[src/sv/lsfx_pkg.sv]
// Shared types, register codes and arithmetic constants of the LED strip effect generator.
package lsfx_pkg;

    // Strip geometry
    localparam int LED_COUNT = 64;
    localparam int IDX_W     = 6;

    // Configuration port
    localparam int CFG_W     = 11;
    localparam int CFG_IDX_W = 3;

    localparam logic [CFG_IDX_W-1:0] CFG_MODE  = 3'd0;
    localparam logic [CFG_IDX_W-1:0] CFG_RED   = 3'd1;
    localparam logic [CFG_IDX_W-1:0] CFG_GREEN = 3'd2;
    localparam logic [CFG_IDX_W-1:0] CFG_BLUE  = 3'd3;
    localparam logic [CFG_IDX_W-1:0] CFG_LEVEL = 3'd4;

    // Display mode codes
    localparam logic [1:0] MODE_SINGLE  = 2'd0;
    localparam logic [1:0] MODE_FLOW    = 2'd1;
    localparam logic [1:0] MODE_RAINBOW = 2'd2;
    localparam logic [1:0] MODE_IDLE    = 2'd3;

    // Phase wrap points: chase window is 20 long, hue wheel is 6 sectors of 6 steps
    localparam logic [4:0] CHASE_LAST   = 5'd19;
    localparam logic [3:0] FADE_LEN     = 4'd15;
    localparam logic [2:0] HUE_SUB_LAST = 3'd5;
    localparam logic [2:0] HUE_SEC_LAST = 3'd5;

    // Reciprocals: x/24000 = ((x>>6)*RECIP_375)>>26, exact for x < SAT_LIMIT
    localparam logic [17:0] RECIP_375  = 18'd178957;
    localparam logic [22:0] SAT_LIMIT  = 23'd6144000;
    // x/100 = ((x>>2)*RECIP_25)>>18, exact for x < 2^13
    localparam logic [13:0] RECIP_25   = 14'd10486;
    // x/6 = ((x>>1)*RECIP_3)>>11, exact for x < 2^11
    localparam logic [9:0]  RECIP_3    = 10'd683;
    localparam logic [7:0]  FULL_SCALE = 8'd255;

    // Depth of the frame job queue
    localparam int QUEUE_AW    = 1;
    localparam int QUEUE_DEPTH = 2 ** QUEUE_AW;

    typedef struct packed {
        logic action;
        logic settings_changed;
    } t_in_req;

    typedef struct packed {
        logic [IDX_W-1:0] led_index;
        logic [7:0]       out_red;
        logic [7:0]       out_green;
        logic [7:0]       out_blue;
        logic             last_led;
    } t_out_req;

    typedef struct packed {
        logic [1:0]  display_mode;
        logic [7:0]  base_red;
        logic [7:0]  base_green;
        logic [7:0]  base_blue;
        logic [10:0] brightness_level;
    } t_cfg;

    typedef enum logic [1:0] {
        KIND_SINGLE,
        KIND_FLOW,
        KIND_RAINBOW
    } t_kind;

    // One frame of work: effect kind and the phases it starts from
    typedef struct packed {
        t_kind      kind;
        logic [4:0] chase;
        logic [2:0] hue_sec;
        logic [2:0] hue_sub;
    } t_job;

endpackage

[src/sv/lsfx_front.sv]
// Front end: configuration registers, frame request classification and effect phases.
module lsfx_front (
    input  logic                            i_clk,
    input  logic                            i_rst_n,
    input  logic                            i_cfg_we,
    input  logic [lsfx_pkg::CFG_IDX_W-1:0]  i_cfg_idx,
    input  logic [lsfx_pkg::CFG_W-1:0]      i_cfg_data,
    input  logic                            i_in_valid,
    output logic                            o_in_ready,
    input  lsfx_pkg::t_in_req               i_in_req,
    input  logic                            i_q_full,
    output logic                            o_push,
    output lsfx_pkg::t_job                  o_job,
    output lsfx_pkg::t_cfg                  o_cfg
);

    localparam logic [1:0] MODE_RESET = lsfx_pkg::MODE_RAINBOW;

    lsfx_pkg::t_cfg r_cfg;
    logic           r_first, n_first;
    logic [4:0]     r_chase, n_chase;
    logic [2:0]     r_sec, n_sec;
    logic [2:0]     r_sub, n_sub;
    logic           w_tick;
    logic           w_changed;

    assign o_in_ready = !i_q_full;
    assign o_cfg      = r_cfg;
    assign w_tick     = i_in_valid && !i_q_full && (i_in_req.action == 1'b0);
    assign w_changed  = i_in_req.settings_changed || r_first;

    // Configuration register file
    always_ff @(posedge i_clk) begin
        if (!i_rst_n) begin
            r_cfg.display_mode     <= MODE_RESET;
            r_cfg.base_red         <= '0;
            r_cfg.base_green       <= '0;
            r_cfg.base_blue        <= '0;
            r_cfg.brightness_level <= '0;
        end else if (i_cfg_we) begin
            case (i_cfg_idx)
                lsfx_pkg::CFG_MODE:  r_cfg.display_mode     <= i_cfg_data[1:0];
                lsfx_pkg::CFG_RED:   r_cfg.base_red         <= i_cfg_data[7:0];
                lsfx_pkg::CFG_GREEN: r_cfg.base_green       <= i_cfg_data[7:0];
                lsfx_pkg::CFG_BLUE:  r_cfg.base_blue        <= i_cfg_data[7:0];
                lsfx_pkg::CFG_LEVEL: r_cfg.brightness_level <= i_cfg_data;
                default:             r_cfg                  <= r_cfg;
            endcase
        end
    end

    // Classify the frame request and step the phase of the running effect
    always_comb begin
        o_push        = 1'b0;
        o_job.kind    = lsfx_pkg::KIND_SINGLE;
        o_job.chase   = r_chase;
        o_job.hue_sec = r_sec;
        o_job.hue_sub = r_sub;
        n_first       = r_first;
        n_chase       = r_chase;
        n_sec         = r_sec;
        n_sub         = r_sub;
        if (w_tick) begin
            n_first = 1'b0;
            case (r_cfg.display_mode)
                lsfx_pkg::MODE_SINGLE: begin
                    o_push     = w_changed;
                    o_job.kind = lsfx_pkg::KIND_SINGLE;
                end
                lsfx_pkg::MODE_FLOW: begin
                    o_push     = 1'b1;
                    o_job.kind = lsfx_pkg::KIND_FLOW;
                    n_chase    = (r_chase == lsfx_pkg::CHASE_LAST) ? '0 : r_chase + 5'd1;
                end
                lsfx_pkg::MODE_RAINBOW: begin
                    o_push     = 1'b1;
                    o_job.kind = lsfx_pkg::KIND_RAINBOW;
                    if (r_sub == lsfx_pkg::HUE_SUB_LAST) begin
                        n_sub = '0;
                        n_sec = (r_sec == lsfx_pkg::HUE_SEC_LAST) ? '0 : r_sec + 3'd1;
                    end else begin
                        n_sub = r_sub + 3'd1;
                    end
                end
                default: o_push = 1'b0;
            endcase
        end
    end

    // Phase state
    always_ff @(posedge i_clk) begin
        if (!i_rst_n) begin
            r_first <= 1'b1;
            r_chase <= '0;
            r_sec   <= '0;
            r_sub   <= '0;
        end else begin
            r_first <= n_first;
            r_chase <= n_chase;
            r_sec   <= n_sec;
            r_sub   <= n_sub;
        end
    end

endmodule

[src/sv/lsfx_queue.sv]
// Small FIFO of frame jobs between the front end and the pixel engine.
module lsfx_queue (
    input  logic           i_clk,
    input  logic           i_rst_n,
    input  logic           i_push,
    input  lsfx_pkg::t_job i_job,
    input  logic           i_pop,
    output lsfx_pkg::t_job o_job,
    output logic           o_full,
    output logic           o_empty
);

    lsfx_pkg::t_job                   r_mem [lsfx_pkg::QUEUE_DEPTH];
    logic [lsfx_pkg::QUEUE_AW-1:0]    r_wr_ptr;
    logic [lsfx_pkg::QUEUE_AW-1:0]    r_rd_ptr;
    logic [lsfx_pkg::QUEUE_AW:0]      r_count;

    assign o_full  = (r_count == (lsfx_pkg::QUEUE_AW + 1)'(lsfx_pkg::QUEUE_DEPTH));
    assign o_empty = (r_count == '0);
    assign o_job   = r_mem[r_rd_ptr];

    // Entry storage
    always_ff @(posedge i_clk) begin
        if (i_push) begin
            r_mem[r_wr_ptr] <= i_job;
        end
    end

    // Pointers and fill count
    always_ff @(posedge i_clk) begin
        if (!i_rst_n) begin
            r_wr_ptr <= '0;
            r_rd_ptr <= '0;
            r_count  <= '0;
        end else begin
            if (i_push) begin
                r_wr_ptr <= r_wr_ptr + 1'b1;
            end
            if (i_pop) begin
                r_rd_ptr <= r_rd_ptr + 1'b1;
            end
            case ({i_push, i_pop})
                2'b10:   r_count <= r_count + 1'b1;
                2'b01:   r_count <= r_count - 1'b1;
                default: r_count <= r_count;
            endcase
        end
    end

endmodule

[src/sv/lsfx_engine.sv]
// Pixel engine: walks the strip for one frame job and computes each LED colour in a pipeline.
module lsfx_engine (
    input  logic                i_clk,
    input  logic                i_rst_n,
    input  lsfx_pkg::t_cfg      i_cfg,
    input  logic                i_empty,
    input  lsfx_pkg::t_job      i_job,
    output logic                o_pop,
    output logic                o_out_valid,
    input  logic                i_out_ready,
    output lsfx_pkg::t_out_req  o_out_req
);

    typedef struct packed {
        logic [lsfx_pkg::IDX_W-1:0] idx;
        logic                       last;
        logic                       rainbow;
        logic [2:0]                 sec;
        logic [2:0]                 sub;
    } t_meta;

    // Sequencer state
    logic                        r_busy;
    lsfx_pkg::t_kind             r_kind;
    logic [lsfx_pkg::IDX_W-1:0]  r_idx;
    logic [4:0]                  r_chase;
    logic [2:0]                  r_sec;
    logic [2:0]                  r_sub;

    logic                        w_adv;
    logic                        w_issue;
    logic                        w_last;
    logic [3:0]                  w_k;
    logic [2:0][7:0]             w_base;

    // Stage registers
    logic                        r1_valid, r2_valid, r3_valid, r_out_valid;
    t_meta                       r1_meta, r2_meta, r3_meta;
    logic [2:0][18:0]            r1_prod;
    logic [14:0]                 r1_u;
    logic [3:0]                  r1_k;
    logic [2:0][22:0]            r2_num;
    logic [8:0]                  r2_top_raw;
    logic [2:0][7:0]             r3_col;
    logic [7:0]                  r3_top;
    logic [10:0]                 r3_tm;
    lsfx_pkg::t_out_req          r_out;

    logic [27:0]                 w_top_prod;
    logic [7:0]                  w_top_sat;
    logic [2:0][34:0]            w_q_prod;
    logic [2:0][7:0]             w_col;
    logic [19:0]                 w_adj_prod;
    logic [7:0]                  w_adj;
    logic [7:0]                  w_dn;
    logic [7:0]                  w_r, w_g, w_b;

    assign w_adv       = !r_out_valid || i_out_ready;
    assign o_pop       = !r_busy && !i_empty;
    assign w_issue     = r_busy && w_adv;
    assign w_last      = (r_idx == lsfx_pkg::IDX_W'(lsfx_pkg::LED_COUNT - 1));
    assign o_out_valid = r_out_valid;
    assign o_out_req   = r_out;
    assign w_base[0]   = i_cfg.base_red;
    assign w_base[1]   = i_cfg.base_green;
    assign w_base[2]   = i_cfg.base_blue;

    // Fade weight: full for single colour, tapering window for the chase
    always_comb begin
        case (r_kind)
            lsfx_pkg::KIND_SINGLE:
                w_k = lsfx_pkg::FADE_LEN;
            lsfx_pkg::KIND_FLOW:
                w_k = (r_chase < 5'(lsfx_pkg::FADE_LEN)) ?
                      lsfx_pkg::FADE_LEN - r_chase[3:0] : 4'd0;
            default:
                w_k = 4'd0;
        endcase
    end

    // LED sequencer: one LED issued per advancing cycle
    always_ff @(posedge i_clk) begin
        if (!i_rst_n) begin
            r_busy  <= 1'b0;
            r_kind  <= lsfx_pkg::KIND_SINGLE;
            r_idx   <= '0;
            r_chase <= '0;
            r_sec   <= '0;
            r_sub   <= '0;
        end else if (o_pop) begin
            r_busy  <= 1'b1;
            r_kind  <= i_job.kind;
            r_idx   <= '0;
            r_chase <= i_job.chase;
            r_sec   <= i_job.hue_sec;
            r_sub   <= i_job.hue_sub;
        end else if (w_issue) begin
            r_idx   <= r_idx + 1'b1;
            r_chase <= (r_chase == lsfx_pkg::CHASE_LAST) ? '0 : r_chase + 5'd1;
            if (r_sub == lsfx_pkg::HUE_SUB_LAST) begin
                r_sub <= '0;
                r_sec <= (r_sec == lsfx_pkg::HUE_SEC_LAST) ? '0 : r_sec + 3'd1;
            end else begin
                r_sub <= r_sub + 3'd1;
            end
            if (w_last) begin
                r_busy <= 1'b0;
            end
        end
    end

    // Pipeline valid bits, all stages stall together on output back-pressure
    always_ff @(posedge i_clk) begin
        if (!i_rst_n) begin
            r1_valid    <= 1'b0;
            r2_valid    <= 1'b0;
            r3_valid    <= 1'b0;
            r_out_valid <= 1'b0;
        end else if (w_adv) begin
            r1_valid    <= r_busy;
            r2_valid    <= r1_valid;
            r3_valid    <= r2_valid;
            r_out_valid <= r3_valid;
        end
    end

    // Stage 1: colour times brightness, percent times full scale
    always_ff @(posedge i_clk) begin
        if (w_adv) begin
            for (int c = 0; c < 3; c++) begin
                r1_prod[c] <= 19'(w_base[c]) * 19'(i_cfg.brightness_level);
            end
            r1_u            <= 15'(i_cfg.brightness_level[10:4]) * 15'(lsfx_pkg::FULL_SCALE);
            r1_k            <= w_k;
            r1_meta.idx     <= r_idx;
            r1_meta.last    <= w_last;
            r1_meta.rainbow <= (r_kind == lsfx_pkg::KIND_RAINBOW);
            r1_meta.sec     <= r_sec;
            r1_meta.sub     <= r_sub;
        end
    end

    // Stage 2: apply fade weight; rainbow peak = u / 100
    assign w_top_prod = 28'(r1_u[14:2]) * 28'(lsfx_pkg::RECIP_25);

    always_ff @(posedge i_clk) begin
        if (w_adv) begin
            for (int c = 0; c < 3; c++) begin
                r2_num[c] <= 23'(r1_prod[c]) * 23'(r1_k);
            end
            r2_top_raw <= w_top_prod[26:18];
            r2_meta    <= r1_meta;
        end
    end

    // Stage 3: divide by 24000 with saturation; peak saturation and peak times sub-step
    always_comb begin
        for (int c = 0; c < 3; c++) begin
            w_q_prod[c] = 35'(r2_num[c][22:6]) * 35'(lsfx_pkg::RECIP_375);
            w_col[c]    = (r2_num[c] >= lsfx_pkg::SAT_LIMIT) ?
                          lsfx_pkg::FULL_SCALE : w_q_prod[c][33:26];
        end
        w_top_sat = (r2_top_raw > 9'(lsfx_pkg::FULL_SCALE)) ?
                    lsfx_pkg::FULL_SCALE : r2_top_raw[7:0];
    end

    always_ff @(posedge i_clk) begin
        if (w_adv) begin
            r3_col  <= w_col;
            r3_top  <= w_top_sat;
            r3_tm   <= 11'(w_top_sat) * 11'(r2_meta.sub);
            r3_meta <= r2_meta;
        end
    end

    // Output stage: hue ramp value, sector select
    assign w_adj_prod = 20'(r3_tm[10:1]) * 20'(lsfx_pkg::RECIP_3);
    assign w_adj      = w_adj_prod[18:11];
    assign w_dn       = r3_top - w_adj;

    always_comb begin
        if (r3_meta.rainbow) begin
            case (r3_meta.sec)
                3'd0: begin w_r = r3_top; w_g = w_adj;  w_b = '0;     end
                3'd1: begin w_r = w_dn;   w_g = r3_top; w_b = '0;     end
                3'd2: begin w_r = '0;     w_g = r3_top; w_b = w_adj;  end
                3'd3: begin w_r = '0;     w_g = w_dn;   w_b = r3_top; end
                3'd4: begin w_r = w_adj;  w_g = '0;     w_b = r3_top; end
                default: begin w_r = r3_top; w_g = '0;  w_b = w_dn;   end
            endcase
        end else begin
            w_r = r3_col[0];
            w_g = r3_col[1];
            w_b = r3_col[2];
        end
    end

    always_ff @(posedge i_clk) begin
        if (w_adv) begin
            r_out.led_index <= r3_meta.idx;
            r_out.out_red   <= w_r;
            r_out.out_green <= w_g;
            r_out.out_blue  <= w_b;
            r_out.last_led  <= r3_meta.last;
        end
    end

endmodule

[src/sv/led_strip_effect_generator.sv]
// The first colour of a frame goes through the job queue, sequencer and pipeline registers.
// Throughput: one colour per cycle within a frame while the output is taken; each frame of
// 64 LEDs costs one job load, then the sequencer issues one LED per cycle.
// The front end keeps taking requests while the 2-entry job queue has room.
// Reset: synchronous active-low i_rst_n; mode returns to rainbow, colour and brightness to 0,
// phases to 0, and the first frame after reset counts as changed.
module led_strip_effect_generator (
    input  logic                            i_clk,
    input  logic                            i_rst_n,
    input  logic                            i_cfg_we,
    input  logic [lsfx_pkg::CFG_IDX_W-1:0]  i_cfg_idx,
    input  logic [lsfx_pkg::CFG_W-1:0]      i_cfg_data,
    input  logic                            i_in_valid,
    output logic                            o_in_ready,
    input  lsfx_pkg::t_in_req               i_in_req,
    output logic                            o_out_valid,
    input  logic                            i_out_ready,
    output lsfx_pkg::t_out_req              o_out_req
);

    logic           w_push;
    logic           w_pop;
    logic           w_full;
    logic           w_empty;
    lsfx_pkg::t_job w_job_in;
    lsfx_pkg::t_job w_job_out;
    lsfx_pkg::t_cfg w_cfg;

    // Request classification and configuration
    lsfx_front u_front (
        .i_clk      (i_clk),
        .i_rst_n    (i_rst_n),
        .i_cfg_we   (i_cfg_we),
        .i_cfg_idx  (i_cfg_idx),
        .i_cfg_data (i_cfg_data),
        .i_in_valid (i_in_valid),
        .o_in_ready (o_in_ready),
        .i_in_req   (i_in_req),
        .i_q_full   (w_full),
        .o_push     (w_push),
        .o_job      (w_job_in),
        .o_cfg      (w_cfg)
    );

    // Frame job queue
    lsfx_queue u_queue (
        .i_clk   (i_clk),
        .i_rst_n (i_rst_n),
        .i_push  (w_push),
        .i_job   (w_job_in),
        .i_pop   (w_pop),
        .o_job   (w_job_out),
        .o_full  (w_full),
        .o_empty (w_empty)
    );

    // Per-LED colour pipeline
    lsfx_engine u_engine (
        .i_clk       (i_clk),
        .i_rst_n     (i_rst_n),
        .i_cfg       (w_cfg),
        .i_empty     (w_empty),
        .i_job       (w_job_out),
        .o_pop       (w_pop),
        .o_out_valid (o_out_valid),
        .i_out_ready (i_out_ready),
        .o_out_req   (o_out_req)
    );

`ifndef NO_ASSERTIONS
    // The last-LED flag only ever marks the final strip position
    a_last_index: assert property (@(posedge i_clk) disable iff (!i_rst_n)
        (o_out_valid && o_out_req.last_led) |->
        (o_out_req.led_index == lsfx_pkg::IDX_W'(lsfx_pkg::LED_COUNT - 1)))
        else $error("last_led set on a position other than the final LED");

    // Front end never pushes into a full queue
    a_no_overflow: assert property (@(posedge i_clk) disable iff (!i_rst_n)
        w_push |-> !w_full)
        else $error("frame job pushed into a full queue");

    // Engine never pops an empty queue
    a_no_underflow: assert property (@(posedge i_clk) disable iff (!i_rst_n)
        w_pop |-> !w_empty)
        else $error("frame job popped from an empty queue");
`endif

endmodule

[config.mk]
export PLATFORM = sky130hd
export DESIGN_NAME = led_strip_effect_generator
export DESIGN_NICKNAME = d
export VERILOG_FILES = /design/src/sv/lsfx_pkg.sv /design/src/sv/lsfx_front.sv /design/src/sv/lsfx_queue.sv /design/src/sv/lsfx_engine.sv /design/src/sv/led_strip_effect_generator.sv
export SDC_FILE = /design/constraint.sdc
export NUM_CORES = 2
export LEC_CHECK = 0
export BUFFER_PORTS_ARGS = -buffer_cell sky130_fd_sc_hd__buf_4
export CAP_MARGIN = 0
export CORE_UTILIZATION = 40
export CTS_CLUSTER_DIAMETER = 100
export DETAILED_ROUTE_END_ITERATION = 7
export HOLD_SLACK_MARGIN = 0.1
export PLACE_DENSITY_LB_ADDON = 0.12
export SLEW_MARGIN = 5
export SYNTH_ARGS = -nofsm -noshare
export SYNTH_HDL_FRONTEND = slang
export SYNTH_SLANG_ARGS = --single-unit
[constraint.sdc]
create_clock -name i_clk -period 11.2 [get_ports i_clk]
set_input_delay 1.68 -clock i_clk [delete_from_list [all_inputs] [get_ports i_clk]]
set_output_delay 1.68 -clock i_clk [all_outputs]
set_load 0.1 [all_outputs]
==> results.md <==
- Number of global-route vias before repair: approximately 34,000
- Hold Buf Count CTS: 0
- Synth warn: 0
- CP Max Fanout: 8
- Reg2reg path depth: 22
- Initial Utilization: 0.405
- Setup bufs post-CTS: 0
- P&R area growth vs syn: 7.85%
- Fin cells: between 6,000 and 7,000
- CTS tree: done
- R2R setup slack: 4.37 ns
- Startpoint types: register
- Io pins: between 50 and 60
- Clk pwr share: 0.224
- Worst Setup Path Type: register to register
- Share of cells above drive strength 1: 0.0412
- Hold path depth: 0
- Clock-pin slew on the worst setup and hold paths: about 0.06 ns
- Worst clock skew: between 0.05 and 0.06 ns
- Hold crit path type: register to register
- Total global-route track usage: 0.176
- Die height: 354 um
- Sw frac: 0.438
- Period utilisation layout: 0.609
- Placed Cells: ~6,500
- Setup-failing EPs final: 0
- Drt first pass iters: 5
- Grt ovf: 0
- Highest layer used for signal routing: met4
- DRC viols: 0
- EDFF count, synth: 290
- Power Total: about 7.3 mW
- Row cnt: 128
- Initial antenna violation count: 3
- Core area: 0.122 sq mm
- Combinational fraction of design power: 0.505
- RSZ-0062 raised after global routing: no
- Cell count after synthesis: 4,917
- Drt via density: between 4 and 5
- Placer congestion estimate: 0.862
- Met2 WL post-DR: roughly 47,000 um
- P_int: around 4.1 mW
- First-pass GRT wire length: 179,000 um
- Largest net degree at the start of global routing: 118
- TritonCTS Buffers: 50
- Setup_tns: 0 ns
- Hold endpoint: u_engine.r2_meta[9]
- Type of destination of the critical path: register
- CP Launch Point: u_engine.r2_num[12]
- Max VDD drop: 0.232 mV
- Synth cell types: 87
- Detail Route met3 WL: 3370 um
- Max-slew headroom: 0.256
- NumNets Final: around 6,500
- Status: finished clean
- Clock buffer depth: 3
- Register area share after synthesis: 0.207
- Post_cts resized: 0
- Seq pwr share: 0.271
- Maximum clock frequency: 0.146 GHz
- NetSw: between 3 and 4 mW
- Yosys reg bits: roughly 370
- Main synth FF type: edfxtp_1
- Dpl hpwl: between 80,000 and 90,000 um
- R2r endpoint: u_engine.r3_col[6]
- Fillers: about 12,000
- Syn Nets: 6,450
- WL final: between 100,000 and 150,000 um
- Post-Syn Area: roughly 0.05 sq mm
- Wire per inst: 16.1 um
- Routed Antenna Nets: 0
- Met1 wire length: 54,900 um
- Hold Vio Cnt, Final: 0
- Leakage: around 28 nW
- Max Cap Viol: 0
- Clock Latency Late Sink: roughly 0.66 ns
- Chip width: ~350 um
- RR Startpoint: u_engine.r2_num[12]
- Vias: 31,900
- Root Driver: clkbuf_16
- Power Density: roughly 140 mW/mm^2
- Worst-Margin Slew: ~1.1 ns
- CTS HTree Levels: 2
- Minimum clock period: slightly below 7 ns
- # port buffers: between 50 and 60
- Clock sink total: about 370
- Commonest non-fill, non-tap cell in the layout: inv_1
- Fraction of registers with async set/reset: 0
- Drt initial violations: 1,387
- Multi-input logic area: ~0.035 sq mm
- Slew Limit Fails: 0
- Critical Path AT: about 7.2 ns
- Hold Path Origin: u_engine.r1_meta[9]
- Post-Syn Area per Cell: just over 10 sq um
- Most frequent cells in the layout: 1,002 x inv_1, 841 x ha_1, 671 x fa_1
- Die Area: between 0.1 and 0.15 sq mm
- Register area: about 0.01 sq mm
- CP Data Required Time: ~12 ns
-- power by group through the flow --
stage | Clock (mW) | Combinational [mW] | Sequential [mW]
4_1_cts | 1.69 | 3.75 | 1.98
2_1_floorplan | 0 | 2.58 | 2.10
3_5_place_dp | 0 | 3.70 | 2.00
3_3_place_gp | 0 | 3.71 | 2.00
5_1_grt | 1.74 | 4.29 | 2.01
6_report | 1.63 | 3.67 | 1.97
-- state kept, by name, summed over array words and instances, names as in the netlist, 2 cells and up, named ones only --
name,flops
u_engine.r_idx,6
u_engine.r2_top_raw,9
u_engine.r_sub,3
u_engine.r2_meta,14
u_front.o_cfg,37
u_engine.r_kind,2
u_engine.r3_top,8
u_engine.r_chase,5
u_engine.o_out_req,31
u_engine.r3_col,24
u_front.r_chase,5
u_queue.r_mem,26
u_front.r_sec,3
u_front.r_sub,3
u_engine.r_sec,3
u_engine.r3_tm,10
u_engine.r1_meta,14
u_queue.r_count,2
u_engine.r1_k,4
u_engine.r1_prod,57
u_engine.r3_meta,11
u_engine.r2_num,69
u_engine.r1_u,13
-- synth_stat cells, drive strengths merged (5+ instances only) --
master | n | area share
o41ai | 5 | 0.00088
a2111oi | 6 | 0.0014
o21a | 15 | 0.0023
a211oi | 23 | 0.0036
nor3 | 45 | 0.0047
nand2b | 16 | 0.0020
o2bb2ai | 11 | 0.0019
a31oi | 21 | 0.0027
xor2 | 40 | 0.0071
edfxtp | 290 | 0.18
ha | 841 | 0.21
nand4 | 22 | 0.0028
nor2 | 165 | 0.013
nor2b | 34 | 0.0043
mux2i | 28 | 0.0057
a21boi | 45 | 0.0068
and3 | 25 | 0.0032
fa | 671 | 0.27
a21oi | 134 | 0.014
nor4b | 5 | 0.00088
nor3b | 8 | 0.0012
nand2 | 503 | 0.038
nor4 | 11 | 0.0015
a211o | 6 | 0.0011
o211ai | 11 | 0.0017
or2 | 17 | 0.0021
clkbuf | 110 | 0.0083
buf | 8 | 0.00083
a21o | 53 | 0.0080
or3 | 13 | 0.0016
o211a | 6 | 0.0012
o31ai | 10 | 0.0015
dfxtp | 78 | 0.032
o21ai | 92 | 0.0093
a31o | 12 | 0.0021
o221ai | 6 | 0.0011
o21bai | 20 | 0.0030
and2 | 251 | 0.032
inv | 1003 | 0.076
a221oi | 9 | 0.0017
xnor2 | 134 | 0.024
nand3 | 48 | 0.0048
-- critical path, cell delays in order, from the launching register on --
cell and delay, ns:
edfxtp_1 0.56, inv_1 0.12, ha_1 0.37, inv_1 0.07, fa_1 0.48, inv_1 0.05
fa_1 0.50, inv_1 0.05, fa_1 0.56, fa_1 0.43, fa_1 0.49, inv_1 0.04
ha_1 0.28, and3_1 0.17, nand3_1 0.11, nor4_1 0.08, and3_1 0.18, a221oi_1 0.33
a31oi_1 0.22, o41ai_1 0.53, o21ai_0 0.33, a21oi_1 0.24, mux2_2 0.35
-- cell type report --
type | instances | share of cell area
inverters | 1005 | 0.0707
diodes | 1 | 0.0000468
well taps | 1625 | 0.0381
multi-input cells | 3426 | 0.656
flip-flops and latches | 368 | 0.192
clock inverters | 40 | 0.00813
repair buffers | 80 | 0.0112
clock buffers | 54 | 0.0237
-- worst max-delay path by stage --
stage / slack (ns) / to / cells past startpoint
finish: 4.37 / u_engine.r3_col[6] / 22
global route: 3.88 / u_engine.r3_col[6] / 22
CTS: 4.32 / u_engine.r3_col[6] / 22
detailed placement: 4.40 / u_engine.r3_col[6] / 22
global placement: 4.54 / u_engine.r3_col[13] / 22
floorplan: 2.71 / u_engine.r_sec[1] / 9
-- stage by stage --
step / hold slack [ns] / util / area [sq um] / setup slack (ns)
after floorplan: 0.400 / - / 49500 / 2.71
after global placement: 0.403 / 0.423 / 51700 / 4.54
after detailed placement: 0.405 / 0.423 / 51700 / 4.40
after CTS: 0.418 / 0.437 / 53400 / 4.32
after global routing: 0.420 / 0.437 / 53400 / 3.88
final: 0.417 / 0.437 / 53400 / 4.37
-- kinds of logic (layout without fill, tap and decap cells) --
family                   after synthesis  count (layout)  share of synthesized area
buffers and inverters               1123            1179                     0.0853
AO/OA/AOI/OAI                        525             525                     0.0713
AND/OR/NAND/NOR                     1179            1179                      0.114
flip-flops                           368             368                      0.207
multiplexers                          32              32                    0.00657
adder cells (fa/ha/maj)             1516            1516                      0.484
XOR/XNOR                             174             174                     0.0308
other                                  0               1                          0
-- layer usage --
metal  up-vias  global-route usage
li1      15900                   -
met1     15500               0.262
met2       357               0.277
met3        79              0.0205
met4         0              0.0319
met5         -                   0
(Power assumes the default switching activity.)
